### src/hdl/rbt_pkg.sv
// ----------------------------------------------------------------------------
// rbt_pkg
// Types, codes and defaults shared by the buffer tracker modules.
// ----------------------------------------------------------------------------
package rbt_pkg;

   localparam int TABLE_ENTRIES_DEF = 64;
   localparam int REF_BITS_DEF      = 16;

   // front queue
   localparam int QUEUE_DEPTH = 2;
   localparam int QPTR_W      = 1;
   localparam int QCNT_W      = 2;

   // request kind codes
   localparam logic [2:0] KIND_ALLOC   = 3'd0;
   localparam logic [2:0] KIND_MARK    = 3'd1;
   localparam logic [2:0] KIND_QUERY   = 3'd2;
   localparam logic [2:0] KIND_RELEASE = 3'd3;
   localparam logic [2:0] KIND_DEALLOC = 3'd4;
   localparam logic [2:0] KIND_CLEAR   = 3'd5;

   typedef enum logic [2:0] {
      ST_DONE      = 3'd0,
      ST_NOT_FOUND = 3'd1,
      ST_OVER_CAP  = 3'd2,
      ST_FULL      = 3'd3,
      ST_PRESENT   = 3'd4
   } status_type;

   typedef enum logic [2:0] {
      OP_ALLOC,
      OP_MARK,
      OP_QUERY,
      OP_RELEASE,
      OP_DEALLOC,
      OP_CLEAR,
      OP_NONE
   } op_type;

   typedef enum logic [2:0] {
      BK_IDLE,
      BK_LOOKUP,
      BK_ENCODE,
      BK_READ,
      BK_EXEC
   } state_type;

   typedef struct packed {
      op_type      op;
      logic [31:0] transfer_id;
      logic [31:0] request_bytes;
      logic [15:0] initial_refs;
   } cmd_type;

   function automatic op_type decode_kind(input logic [2:0] kind);
      op_type op;
      case (kind)
         KIND_ALLOC:   op = OP_ALLOC;
         KIND_MARK:    op = OP_MARK;
         KIND_QUERY:   op = OP_QUERY;
         KIND_RELEASE: op = OP_RELEASE;
         KIND_DEALLOC: op = OP_DEALLOC;
         KIND_CLEAR:   op = OP_CLEAR;
         default:      op = OP_NONE;
      endcase
      return op;
   endfunction

endpackage

### src/hdl/rbt_ifs.sv
// ----------------------------------------------------------------------------
// rbt_req_if / rbt_rsp_if
// Valid/ready channels for request and response words.
// ----------------------------------------------------------------------------
interface rbt_req_if;
   logic        valid;
   logic        ready;
   logic [2:0]  kind;
   logic [31:0] transfer_id;
   logic [31:0] request_bytes;
   logic [15:0] initial_refs;

   modport source (output valid, kind, transfer_id, request_bytes, initial_refs,
                   input ready);
   modport sink   (input valid, kind, transfer_id, request_bytes, initial_refs,
                   output ready);
endinterface


### src/hdl/rbt_front.sv
// ----------------------------------------------------------------------------
// rbt_front
// Accepts request words, decodes the kind and queues them for the back end.
// ----------------------------------------------------------------------------
module rbt_front (
   input  logic             clock,
   input  logic             reset,
   rbt_req_if.sink          req_ch,
   output rbt_pkg::cmd_type cmd,
   output logic             cmd_valid,
   input  logic             cmd_ready
);
   import rbt_pkg::*;

   cmd_type             q_ff [QUEUE_DEPTH];
   logic [QPTR_W-1:0]   wr_ptr_ff, wr_ptr_in;
   logic [QPTR_W-1:0]   rd_ptr_ff, rd_ptr_in;
   logic [QCNT_W-1:0]   count_ff, count_in;
   logic                push, pop;
   cmd_type             new_cmd;

   assign req_ch.ready = (count_ff != QCNT_W'(QUEUE_DEPTH));
   assign push         = req_ch.valid && req_ch.ready;
   assign cmd_valid    = (count_ff != '0);
   assign pop          = cmd_valid && cmd_ready;
   assign cmd          = q_ff[rd_ptr_ff];

   always_comb begin
      new_cmd.op            = decode_kind(req_ch.kind);
      new_cmd.transfer_id   = req_ch.transfer_id;
      new_cmd.request_bytes = req_ch.request_bytes;
      new_cmd.initial_refs  = req_ch.initial_refs;
   end

   always_comb begin
      wr_ptr_in = push ? wr_ptr_ff + QPTR_W'(1) : wr_ptr_ff;
      rd_ptr_in = pop  ? rd_ptr_ff + QPTR_W'(1) : rd_ptr_ff;
      count_in  = count_ff;
      if (push && !pop) begin
         count_in = count_ff + QCNT_W'(1);
      end else if (pop && !push) begin
         count_in = count_ff - QCNT_W'(1);
      end
   end

   always_ff @(posedge clock) begin
      if (reset) begin
         wr_ptr_ff <= '0;
         rd_ptr_ff <= '0;
         count_ff  <= '0;
      end else begin
         wr_ptr_ff <= wr_ptr_in;
         rd_ptr_ff <= rd_ptr_in;
         count_ff  <= count_in;
      end
   end

   always_ff @(posedge clock) begin
      if (push) begin
         q_ff[wr_ptr_ff] <= new_cmd;
      end
   end

endmodule

### src/flat_wrapper.sv
// flat-port wrapper written by rule: the top's interface ports become plain ports
module rbt_front_flat import rbt_pkg::*;
  (clock, reset, cmd, cmd_valid, cmd_ready, req_ch_valid, req_ch_kind, req_ch_transfer_id, req_ch_request_bytes, req_ch_initial_refs, req_ch_ready);
  rbt_req_if req_ch_i ();
  input  logic clock;
  input  logic reset;
  output rbt_pkg::cmd_type cmd;
  output logic cmd_valid;
  input  logic cmd_ready;
  input wire logic [$bits(req_ch_i.valid)-1:0] req_ch_valid;
  input wire logic [$bits(req_ch_i.kind)-1:0] req_ch_kind;
  input wire logic [$bits(req_ch_i.transfer_id)-1:0] req_ch_transfer_id;
  input wire logic [$bits(req_ch_i.request_bytes)-1:0] req_ch_request_bytes;
  input wire logic [$bits(req_ch_i.initial_refs)-1:0] req_ch_initial_refs;
  output wire logic [$bits(req_ch_i.ready)-1:0] req_ch_ready;
  assign req_ch_i.valid = req_ch_valid;
  assign req_ch_i.kind = req_ch_kind;
  assign req_ch_i.transfer_id = req_ch_transfer_id;
  assign req_ch_i.request_bytes = req_ch_request_bytes;
  assign req_ch_i.initial_refs = req_ch_initial_refs;
  assign req_ch_ready = req_ch_i.ready;
  rbt_front u_core (.clock(clock), .reset(reset), .req_ch(req_ch_i), .cmd(cmd), .cmd_valid(cmd_valid), .cmd_ready(cmd_ready));
endmodule
### config.mk
export PLATFORM = sky130hd
export DESIGN_NAME = rbt_front_flat
export DESIGN_NICKNAME = d
export VERILOG_FILES = /design/src/hdl/rbt_pkg.sv /design/src/hdl/rbt_ifs.sv /design/src/hdl/rbt_front.sv /design/src/flat_wrapper.sv
export SDC_FILE = /design/constraint.sdc
export NUM_CORES = 1
export LEC_CHECK = 0
export ABC_AREA = 1
export BUFFER_PORTS_ARGS = -buffer_cell sky130_fd_sc_hd__buf_2
export CAP_MARGIN = 20
export CORE_MARGIN = 5
export CORE_UTILIZATION = 50
export CTS_CLUSTER_SIZE = 20
export DETAILED_ROUTE_END_ITERATION = 6
export GPL_ROUTABILITY_DRIVEN = 1
export HOLD_SLACK_MARGIN = 0.02
export MAX_ROUTING_LAYER = met4
export PLACE_DENSITY = 0.76
export REMOVE_ABC_BUFFERS = 1
export SLEW_MARGIN = 40
export SYNTH_ARGS = -nofsm -noshare
export SYNTH_HDL_FRONTEND = slang
export SYNTH_SLANG_ARGS = --single-unit
export TNS_END_PERCENT = 100
### constraint.sdc
create_clock -name clock -period 4.9 [get_ports clock]
set_input_delay 0.245 -clock clock [delete_from_list [all_inputs] [get_ports clock]]
set_output_delay 0.245 -clock clock [all_outputs]
set_load 0.005 [all_outputs]
==> impl_results.md, run 1 <==
* Sequential fraction of design power at between 40 and 50%
* Clock H-tree levels at 4
* Die span in y at between 100 and 150 um
* Post-CTS sizing at 0
* Cell taking the most area after synthesis: edfxtp_1
* Most common cell after layout, fill and taps aside: buf_2
* Area Growth Syn to Fin at 36.8%
* Delay of the slowest critical-path stage at slightly above 0.5 ns
* Final core utilization at 68.9%
* Hold crit path type: in -> reg
* FILL cells at between 800 and 900
* Longest Clk Path Bufs at 2
* Synthesized cell area at 0.00659 mm2
* Drt drc at 0
* P_sw at a little over 1 mW
* Crit Path Class: reg -> out
* Most frequent cells in the layout: buf_2, edfxtp_1, dlygate4sd3_1
* Final Hold Vio Count at 0
* Via density at ~4.8
* Leak at between 3 and 4 nW
* Vias in the first global route at between 3000 and 4000
* Register area share after synthesis at between 70% and 80%
* Layout Cells excl Fill at around 750
* Via count at roughly 3600
* Clk_skew at roughly 0.012 ns
* ANT cells at 0
* RSZ-0062 raised after global routing: no
* CP required at between 4 and 5 ns
* Number of port buffers at around 170
* Power per cell area at ~460 mW/mm2
* Tmin final at 2.30 ns
* Core box area at ~0.013 mm2
* Final Slew Violations at 0
* CTS tree: built
* Crit share post-route at about 47%
* Global route overflow at 0
* Power share of the combinational group at approximately 25%
* Initial DRC count at ~200
* Clk_lat worst skew at 0.42 ns
* Setup TNS at 0 ns
* Pin count of the biggest net entering global routing at 46
* DRT Pass-1 Iters at 4
* Status: finished clean
* Antenna violations before repair at 0
* Crit path cell chain: buf_12 -> buf_4 -> mux2_4 -> buf_2
* Slew margin rel. at between 70% and 80%
* Yosys cell types at 17
* CP Max Fanout at 25
* Detailed Place HPWL at 8110 um
* Element type at the critical path start: flop
* Total GRT Usage at between 10% and 20%
* CP Capture Type: output port
* Final antenna-violating net count at 0
* Sink Count at between 150 and 200
* Internal power at 3.16 mW
* Synth Warn # at 0
* Standard-cell row count at 42
* Initial Utilization at between 50% and 60%
* Gpl congestion at around 0.75
* CTS Root Cell: clkbuf_16
* Share of Yosys cell area claimed by the top area cell type at between 70% and 80%
* # setup viols final at 0
* Cells after Synth at 298
* Achievable frequency at around 430 MHz
* Post-CTS setup buffer count at 0
* First-pass GRT wire length at between 20000 and 25000 um
* Clock transition at the registers of the reported paths at around 0.06 ns
* CTS Hold Bufs at between 70 and 80
* Net count, final at 650
* Sw Share at around a quarter
* Post-route setup slack at between 2 and 3 ns
* Synth Register Bits at approximately 170
* Post-Route WL at between 10000 and 15000 um
* Max-Cap Viols at 0
* Cell with the largest stage delay on the worst path: dfxtp_4
* Worst-margin pin slew at approximately 0.37 ns
* Die area at around 0.016 mm2
* Routed length per instance at approximately 17 um
* Placed insts at roughly 640
* Max IR drop VDD at roughly 310 uV
* Ranking of synthesized cells by area: edfxtp_1, mux2_4, mux2_2
* Num ports at 172
* Inserted Clock Buffers at 17
* Setup slack at placement at around 3 ns
* Worst EP arrival at 2.06 ns
* Die X at roughly 120 um
* Clock share of power at slightly below 30%
* Syn avg cell area at 22.1 um2
* Layout cells sized above 1 at between 50% and 60%
==> per-layer routing <==
metal  share of wire [%]  vias to the layer above  track usage (%)
li1                    -                     1680                -
met1                  39                     1754             19.8
met2                  53                      142             29.1
met3                 7.0                       19             5.62
met4                 1.9                        0             7.53
met5                   0                        -                -
==> final cells by class <==
class / instances / area (um2) / area share, %
Multi-Input combinational cell: 108 / 1330 / 14.7
Clock buffer: 20 / 437 / 4.84
Tap cell: 176 / 220 / 2.44
Sequential cell: 171 / 5090 / 56.4
Timing Repair Buffer: 256 / 1810 / 20.1
Inverter: 8 / 30.0 / 0.333
Clock inverter: 10 / 103 / 1.14
==> cell usage after synthesis <==
cell type and n:
edfxtp_1 166, mux2_4 70, mux2_2 13, nand2_1 9
inv_1 8, buf_12 7, nor2_1 7, dfxtp_1 5
a21oi_1 2, clkbuf_1 2, nand3_1 2, o21ai_0 2
a21boi_0 1, buf_2 1, buf_6 1, ha_1 1
nand4_1 1
==> registers in the layout, indices dropped and copies added (netlist names), named ones only <==
signal	count
u_core.count_ff	2
u_core.wr_ptr_ff	1
u_core.q_ff	166
u_core.rd_ptr_ff	1
==> per-stage QoR <==
| step | power [mW] | hold WS, ns | cell area (um2) |
|---|---|---|---|
| 6_report | 4.18 | 0.0379 | 9020 |
| 5_1_grt | 4.38 | 0.0215 | 9020 |
| 4_1_cts | 4.22 | 0.0207 | 9020 |
| 3_5_place_dp | 2.94 | 0.436 | 7720 |
| 3_3_place_gp | 2.85 | 0.432 | 7570 |
| 2_1_floorplan | 2.59 | 0.344 | 6430 |
==> final timing paths <==
kind	start	end	slack [ns]	cells past startpoint
max	flop	cmd[22]	2.60	4
min	req_ch_request_bytes[12]	u_core.q_ff[1][28]$_DFFE_PP_	0.04	1
max reg2reg	u_core.count_ff[0]$_SDFFE_PP0P_	u_core.q_ff[0][26]$_DFFE_PP_	3.06	6
min reg2reg	u_core.rd_ptr_ff$_SDFFE_PP0P_	u_core.rd_ptr_ff$_SDFFE_PP0P_	0.55	2
==> cells by family after synthesis <==
| family | synth area share [%] |
|---|---|
| compound gates | 0.418 |
| fa+ha+maj | 0.190 |
| buf+inv | 2.94 |
| flops | 77.1 |
| mux | 18.2 |
| simple gates | 1.16 |
==> worst max-delay path: cells and delay by family (launching register included) <==
family / cells / cell delay, ns
buffers and inverters: 3 / 0.76
DFF: 1 / 0.51
muxes: 1 / 0.33
==> power by group through the flow <==
stage / clock network, mW / registers, mW / logic (mW)
floorplan: 0 / 2.02 / 0.568
global placement: 0 / 2.00 / 0.854
detailed placement: 0 / 1.95 / 0.996
CTS: 1.26 / 1.92 / 1.05
global route: 1.33 / 1.94 / 1.11
finish: 1.23 / 1.92 / 1.03
(Power assumes the default switching activity.)
==> run 2: changes to the inputs <==
--- a/config.mk
+++ b/config.mk
@@ -5,7 +5,7 @@
 export SDC_FILE = /design/constraint.sdc
 export NUM_CORES = 1
 export LEC_CHECK = 0
-export ABC_AREA = 1
+export ABC_AREA = 0
 export BUFFER_PORTS_ARGS = -buffer_cell sky130_fd_sc_hd__buf_2
 export CAP_MARGIN = 20
 export CORE_MARGIN = 5
@@ -15,7 +15,7 @@
 export GPL_ROUTABILITY_DRIVEN = 1
 export HOLD_SLACK_MARGIN = 0.02
 export MAX_ROUTING_LAYER = met4
-export PLACE_DENSITY = 0.76
+export PLACE_DENSITY = 0.77
 export REMOVE_ABC_BUFFERS = 1
 export SLEW_MARGIN = 40
 export SYNTH_ARGS = -nofsm -noshare
==> constraint.sdc (replaced) <==
create_clock -name clock -period 2.2 [get_ports clock]
set_input_delay 0.11 -clock clock [delete_from_list [all_inputs] [get_ports clock]]
set_output_delay 0.11 -clock clock [all_outputs]
set_load 0.005 [all_outputs]
==> run 2 against run 1 <==
Combinational power up 100%. Non-clock buffer count up 5. Via count down 1.1%. Critical path type unchanged. Power up 120%. Clock-buffer cell count down 1. Setup slack worse by 2.2 ns. Routed wire length up 0.32%. First-iteration DRC count up 27%. Sequential cell count unchanged. Synthesized cell count down 4.4%. Largest power group unchanged.
==> impl_results.md, run 2 <==
* Gpl congestion at 0.733 (-1.8%)
* Achievable frequency at roughly 550 MHz
* Register area share after synthesis at 81.4% (+4.2 points)
* Area occupied by multi-input gates at 0.00107 mm2 (-20%)
* Setup TNS at 0 ns (unchanged)
* CTS Root Cell: clkbuf_16
* Total GRT Usage at 18.2% (+0.64 points)
* Antenna violations before repair at 0 (unchanged)
* Pin count of the biggest net entering global routing at 50 (+8.7%)
* Largest Register: u_core.q_ff
* Drt drc at 0 (unchanged)
* Top-count cell post-synth: edfxtp_1
* Die span in y at 122 um (-2.4%)
* Tot Pwr at 9.31 mW (+120%)
* Vias in the first global route at 3893 (-1.9%)
* Core box area at 0.0121 mm2 (-7.4%)
* CP Max Fanout at 34 (+36%)
* Cell taking the most area after synthesis: edfxtp_1
* Syn avg cell area at 21.9 um2 (-0.90%)
* Max-Cap Viols at 0 (unchanged)
* Cells after Synth at 285 (-4.4%)
* Register area at 0.00509 mm2 (unchanged)
* Synth cell count leaders: edfxtp_1, mux2_2, buf_6
* Status: finished clean
* Most common cell after layout, fill and taps aside: buf_2
* EDFF count, synth at 166 (unchanged)
* Ranking of synthesized cells by area: edfxtp_1, mux2_2, dfxtp_1
* DRT Pass-1 Iters at 4 (unchanged)
* Element type at the critical path start: flop
* Longest Clk Path Bufs at 2 (unchanged)
* First-pass GRT wire length at 19700 um (-4.8%)
* Most frequent cells in the layout: buf_2, edfxtp_1, dlygate4sd3_1
* Asr flop ratio synth at 0% (unchanged)
* Max reg flops at 166 (unchanged)
* Clock transition at the registers of the reported paths at 0.06 ns (about the same)
* Share of Yosys cell area claimed by the top area cell type at 79.8% (+4.2 points)
* Worst EP arrival at 1.71 ns (-0.35 ns)
* Critical R2R Launch: u_core.count_ff[0]$_SDFFE_PP0P_
* CP required at 2.09 ns (-2.57 ns)
* Largest regs: u_core.q_ff: 166 flops, u_core.count_ff: 2 flops
* Num ports at 172 (unchanged)
* # setup viols final at 0 (unchanged)
* Post-Route WL at 12900 um (+0.32%)
* Inserted Clock Buffers at 17 (unchanged)
* Global route overflow at 0 (unchanged)
* Crit Path Class: reg -> out
* Initial DRC count at 252 (+27%)
* Initial Utilization at 51.6% (+1.2 points)
* Crit share post-route at between 80% and 90%
* ANT cells at 0 (unchanged)
* Sink Count at 171 (unchanged)
* Hold crit path type: in -> reg
* Number of port buffers at 171 (unchanged)
* Standard-cell row count at 40 (-4.8%)
* Synth Warn # at 0 (unchanged)
* Slew margin rel. at 70.3% (-4.9 points)
* Die area at 0.0148 mm2 (-4.8%)
* Post-CTS sizing at 0 (unchanged)
* Final Hold Vio Count at 0 (unchanged)
* Power per cell area at 1060 mW/mm2 (+130%)
* Max IR drop VDD at 849 uV (+170%)
* Net count, final at 642 (-1.2%)
* CTS tree: built
* Synthesized cell area at 0.00625 mm2 (-5.2%)
* Detailed Place HPWL at 7610 um (-6.1%)
* Final Slew Violations at 0 (unchanged)
* Die X at 122 um (-2.4%)
* Via density at 4.84 (+0.80%)
* FILL cells at 761 (-11%)
* Worst-margin pin slew at 0.446 ns (+0.0733 ns)
* Synth Flop Type: edfxtp_1
* Area Growth Syn to Fin at 40.5%
* CP Capture Type: output port
* Clk_lat worst skew at 0.42 ns (about the same)
* Final antenna-violating net count at 0 (unchanged)
* Clk_skew at 0.00581 ns (-0.00618 ns)
* Yosys cell types at 21 (+4)
* Leak at 3.32 nW (-7.2%)
* Routed length per instance at 17.5 um (+2.2%)
* Synth Register Bits at 171 (unchanged)
* Hold path startpoint: req_ch_kind[0]
* Layout cells sized above 1 at 51.7% (+0.89 points)
* Clock H-tree levels at 4 (unchanged)
* Tmin final at around 1.8 ns
* RSZ-0062 raised after global routing: no
* Via count at 3556 (-1.1%)
## run 2: cell types whose count changed in the layout (fill, tap and decap cells not counted), moves of 2 or more
cell | before | now
xor2_1 | 0 | 3
dlygate4sd3_1 | 76 | 84
nand2_1 | 9 | 0
nor2_1 | 5 | 3
nand3_1 | 2 | 0
inv_1 | 8 | 0
nor2_4 | 2 | 0
mux2_2 | 13 | 83
buf_16 | 4 | 0
bufinv_16 | 2 | 4
mux2_4 | 70 | 0
## run 2: power by group
group | internal, mW | switching, mW
clock | 1.89 | 1.14
combinational | 1.11 | 0.992
sequential | 4.07 | 0.110
total | 7.07 | 2.24
## run 2: final timing paths
path                                     endpoint  slack, ns  depth (start not counted)
setup / recovery                          cmd[75]       0.38                          3
hold / removal       u_core.q_ff[1][80]$_DFFE_PP_       0.10                          2
setup reg to reg     u_core.q_ff[1][70]$_DFFE_PP_       0.48                          3
hold reg to reg   u_core.count_ff[1]$_SDFFE_PP0P_       0.55                          2
## run 2: kinds of logic after synthesis
logic type / Yosys count / synth area share [%]
xor+xnor: 3 / 0.421
flops: 171 / 81.4
buf+inv: 12 / 1.64
compound gates: 6 / 0.601
mux: 83 / 15.0
simple gates: 9 / 0.801
fa+ha+maj: 1 / 0.200
## run 2: critical path, cell delays in order, from the launching register on
cell     delay [ns]
dfxtp_4        0.35
buf_4          0.39
mux2_2         0.40
buf_2          0.13
## run 2: final cells by class
type	instances	area share, %
flip-flops and latches	171	58.0
repair buffers	261	20.5
multi-input cells	102	12.1
clock buffers	19	4.93
well taps	168	2.39
clock inverters	13	1.98
inverters	1	0.0570
## run 2: timing repair
| action | CTS | global route |
|---|---|---|
| hold endpoints to repair | 169 | 0 |
| setup buffers | 0 | 0 |
| hold buffers | 84 | 0 |
## run 2: per-stage QoR
step | hold slack, ns | instances | instance area (um2) | setup WS [ns] | utilization (%)
2_1_floorplan | 0.179 | 274 | 6150 | -0.829 | -
3_3_place_gp | 0.299 | 619 | 7330 | 0.569 | 60.5
3_5_place_dp | 0.301 | 619 | 7330 | 0.496 | 60.5
4_1_cts | 0.0835 | 735 | 8780 | 0.341 | 72.5
5_1_grt | 0.0957 | 735 | 8780 | 0.288 | 72.5
6_report | 0.105 | 735 | 8780 | 0.385 | 72.5
## run 2: metal layers
metal  wire length (um)  up-vias  GRT usage, %
met1               5120     1750          20.0
li1                   -     1664             -
met2               6870      133          32.1
met4                 89        0          5.25
met3                815        9          5.52
met5                  0        -             -
==> run 3: changes to the inputs <==
--- a/config.mk
+++ b/config.mk
@@ -9,13 +9,13 @@
 export BUFFER_PORTS_ARGS = -buffer_cell sky130_fd_sc_hd__buf_2
 export CAP_MARGIN = 20
 export CORE_MARGIN = 5
-export CORE_UTILIZATION = 50
+export CORE_UTILIZATION = 47
 export CTS_CLUSTER_SIZE = 20
 export DETAILED_ROUTE_END_ITERATION = 6
 export GPL_ROUTABILITY_DRIVEN = 1
 export HOLD_SLACK_MARGIN = 0.02
 export MAX_ROUTING_LAYER = met4
-export PLACE_DENSITY = 0.77
+export PLACE_DENSITY = 0.76
 export REMOVE_ABC_BUFFERS = 1
 export SLEW_MARGIN = 40
 export SYNTH_ARGS = -nofsm -noshare
==> constraint.sdc (replaced) <==
create_clock -name clock -period 1.6 [get_ports clock]
set_input_delay 0.08 -clock clock [delete_from_list [all_inputs] [get_ports clock]]
set_output_delay 0.08 -clock clock [all_outputs]
set_load 0.005 [all_outputs]
==> run 3 against run 2 <==
Non-clock buffer count grew 22. Clock-buffer cell count stayed put. Power grew 59%. Via count increased by 4.7%. Register-to-register slack lost 0.42 ns. First-iteration DRC count shrank 17%. The run now ends with negative setup slack left. Critical path depth grew 1. Highest routed layer unchanged. Hold slack worse by 0.0081 ns. Setup slack lost 0.42 ns. Clock power up 32%. Utilization is 3.0 points higher.
==> impl_results.md, run 3 (same netlist as run 2, synthesis figures left out) <==
* Final Hold Vio Count at 0 (unchanged)
* Largest regs: u_core.q_ff: 166 flops, u_core.count_ff: 2 flops
* Power per cell area at 1500 mW/mm2 (+41%)
* Clock H-tree levels at 4 (unchanged)
* Longest Clk Path Bufs at 2 (unchanged)
* Via density at 4.86 (+0.46%)
* First-pass GRT wire length at 19800 um (+0.59%)
* Worst flop-to-flop path endpoint: u_core.count_ff[1]$_SDFFE_PP0P_
* Achievable frequency at around 610 MHz
* Num ports at 172 (unchanged)
* Leak at 3.92 nW (+18%)
* Register area at 0.00509 mm2 (about the same)
* Gpl congestion at 0.801 (+9.2%)
* Vias in the first global route at 4007 (+2.9%)
* CTS tree: built
* Worst EP arrival at 1.55 ns (-0.16 ns)
* Layout cells sized above 1 at 54.0% (+2.3 points)
* Final core utilization at 75.5% (+3.0 points)
* Core box area at 0.0131 mm2 (+8.5%)
* Clk_skew at 0.00617 ns (+0.000367 ns)
* Sink Count at 171 (unchanged)
* Crit path cell chain: buf_12 -> buf_6 -> mux2_2 -> buf_2
* Worst-margin pin slew at 0.321 ns (-0.124 ns)
* Internal power at 11.2 mW (+58%)
* Area occupied by multi-input gates at 0.00137 mm2 (+29%)
* Element type at the critical path start: flop
* Initial Utilization at 47.6% (-4.0 points)
* Largest Register: u_core.q_ff
* Delay of the slowest critical-path stage at 0.39 ns (about the same)
* CTS Root Cell: clkbuf_16
* Die span in y at 125 um (+2.9%)
* Final antenna-violating net count at 0 (unchanged)
* Failing checks: negative setup slack
* Clock transition at the registers of the reported paths at 0.06 ns (about the same)
* Sw Share at 24.6% (+0.55 points)
* Status: finished, violations left
* Drt drc at 0 (unchanged)
* DRT Pass-1 Iters at 4 (unchanged)
* FILL cells at 747 (-1.8%)
* Crit Path Class: reg -> out
* Pin count of the biggest net entering global routing at 47 (-6.0%)
* RSZ-0062 raised after global routing: yes
* R2R Setup Slk at 0.06 ns (-0.42 ns)
* Area Growth Syn to Fin at 58.7%
* Die X at 125 um (+2.9%)
* CP Max Fanout at 5 (-85%)
* Via count at 3723 (+4.7%)
* Most common cell after layout, fill and taps aside: edfxtp_1
* Most frequent cells in the layout: edfxtp_1, buf_2, dlygate4sd3_1
* Delay-heaviest family, CP: buffers and inverters
* Hold crit path type: in -> reg
* Final Slew Violations at 0 (unchanged)
* Antenna violations before repair at 1 (+1)
* Detailed Place HPWL at 7730 um (+1.5%)
* Sequential fraction of design power at 39.1% (-5.8 points)
* Die area at 0.0157 mm2 (+5.8%)
* CP Capture Type: output port
* Initial DRC count at 208 (-17%)
* Post-Route WL at 15200 um (+18%)
* # setup viols final at 39 (+39)
* Max-Cap Viols at 0 (unchanged)
* Global route overflow at 0 (unchanged)
* Post-route setup slack at -0.0349 ns (-0.419 ns)
* Power share of the combinational group at 34.0% (+11 points)
* Worst hold slack at 0.0965 ns (-0.00807 ns)
* Inserted Clock Buffers at 17 (unchanged)
* Crit share post-route at 102%
* Routed length per instance at 19.8 um (+13%)
* Total GRT Usage at 16.8% (-1.4 points)
* Setup TNS at -0.760 ns (-0.760 ns)
* Hold Crit Endpoint: u_core.q_ff[1][80]$_DFFE_PP_
* P_sw at 3.65 mW (+63%)
* Slew margin rel. at 78.4% (+8.1 points)
* Clk_lat worst skew at 0.42 ns (about the same)
* Net count, final at 664 (+3.4%)
* CP required at 1.52 ns (-0.57 ns)
* Tmin final at about 1.6 ns
* Hold path startpoint: req_ch_kind[0]
* FF-to-FF path depth at 6 (+3)
* Clock share of power at 26.9% (-5.6 points)
* CP bufs+invs at 3 (+1)
* Max IR drop VDD at 890 uV (+4.8%)
* Cell with the largest stage delay on the worst path: dfxtp_4
* Standard-cell row count at 42 (+5.0%)
* Hold Path Stages at 2 (unchanged)
* Critical R2R Launch: u_core.count_ff[0]$_SDFFE_PP0P_
* Max reg flops at 166 (unchanged)
* Number of port buffers at 171 (unchanged)
==> run 3: cell count changes in the layout (fill, tap and decap cells not counted), moves of 3 or more <==
cell       delta
buf_12        +5
buf_2        -74
buf_4         +5
buf_6        +77
clkbuf_16     +7
clkinv_4      +3
mux2_2       -78
mux2_4       +78
==> run 3: area by class of cell <==
cell class              instances  share of cell area (%)
diodes                          1                  0.0252
clock buffers                  19                    4.37
clock inverters                13                    1.53
inverters                       1                  0.0505
multi-input cells             102                    13.8
flip-flops and latches        171                    51.3
well taps                     176                    2.22
repair buffers                283                    26.7
==> run 3: power by group through the flow <==
stage	sequential, mW	clock, mW	combinational (mW)
floorplan	6.01	0	1.36
global placement	5.80	0	2.82
detailed placement	5.84	0	2.85
CTS	5.75	4.07	3.03
global route	5.83	4.32	5.32
finish	5.79	4.00	5.04
==> run 3: worst max path at each step <==
stage	startpoint	to	slack [ns]	depth (start not counted)
final	flop	cmd[59]	-0.03	4
after detailed placement	u_core.count_ff[0]$_SDFFE_PP0P_	u_core.count_ff[1]$_SDFFE_PP0P_	0.07	6
after CTS	flop	cmd[62]	-0.06	3
after global routing	flop	cmd[59]	-0.09	4
after floorplan	u_core.count_ff[0]$_SDFFE_PP0P_	u_core.q_ff[1][0]$_DFFE_PP_	-1.43	2
after global placement	u_core.count_ff[0]$_SDFFE_PP0P_	u_core.count_ff[1]$_SDFFE_PP0P_	0.11	6
==> run 3: layer usage <==
metal	routed length, um	track usage [%]
met1	5700	18.3
met3	769	5.16
met5	0	-
met2	8360	28.5
met4	374	7.21
==> run 3: through the flow <==
| step | worst slack, ns | power (mW) | area [um2] | cells |
|---|---|---|---|---|
| after floorplan | -1.43 | 7.37 | 6150 | 274 |
| after CTS | -0.0643 | 12.9 | 8840 | 749 |
| after global routing | -0.0924 | 15.5 | 9920 | 766 |
| after global placement | 0.114 | 8.63 | 7410 | 633 |
| after detailed placement | 0.0691 | 8.70 | 7410 | 633 |
| final | -0.0349 | 14.8 | 9920 | 766 |
==> run 3: timing repair <==
item,CTS,global route
gates resized for setup,1,167
hold buffers,84,0
gates cloned,0,11
buffers inserted,0,5
hold endpoints to repair,169,0
endpoints found under the setup margin,44,82
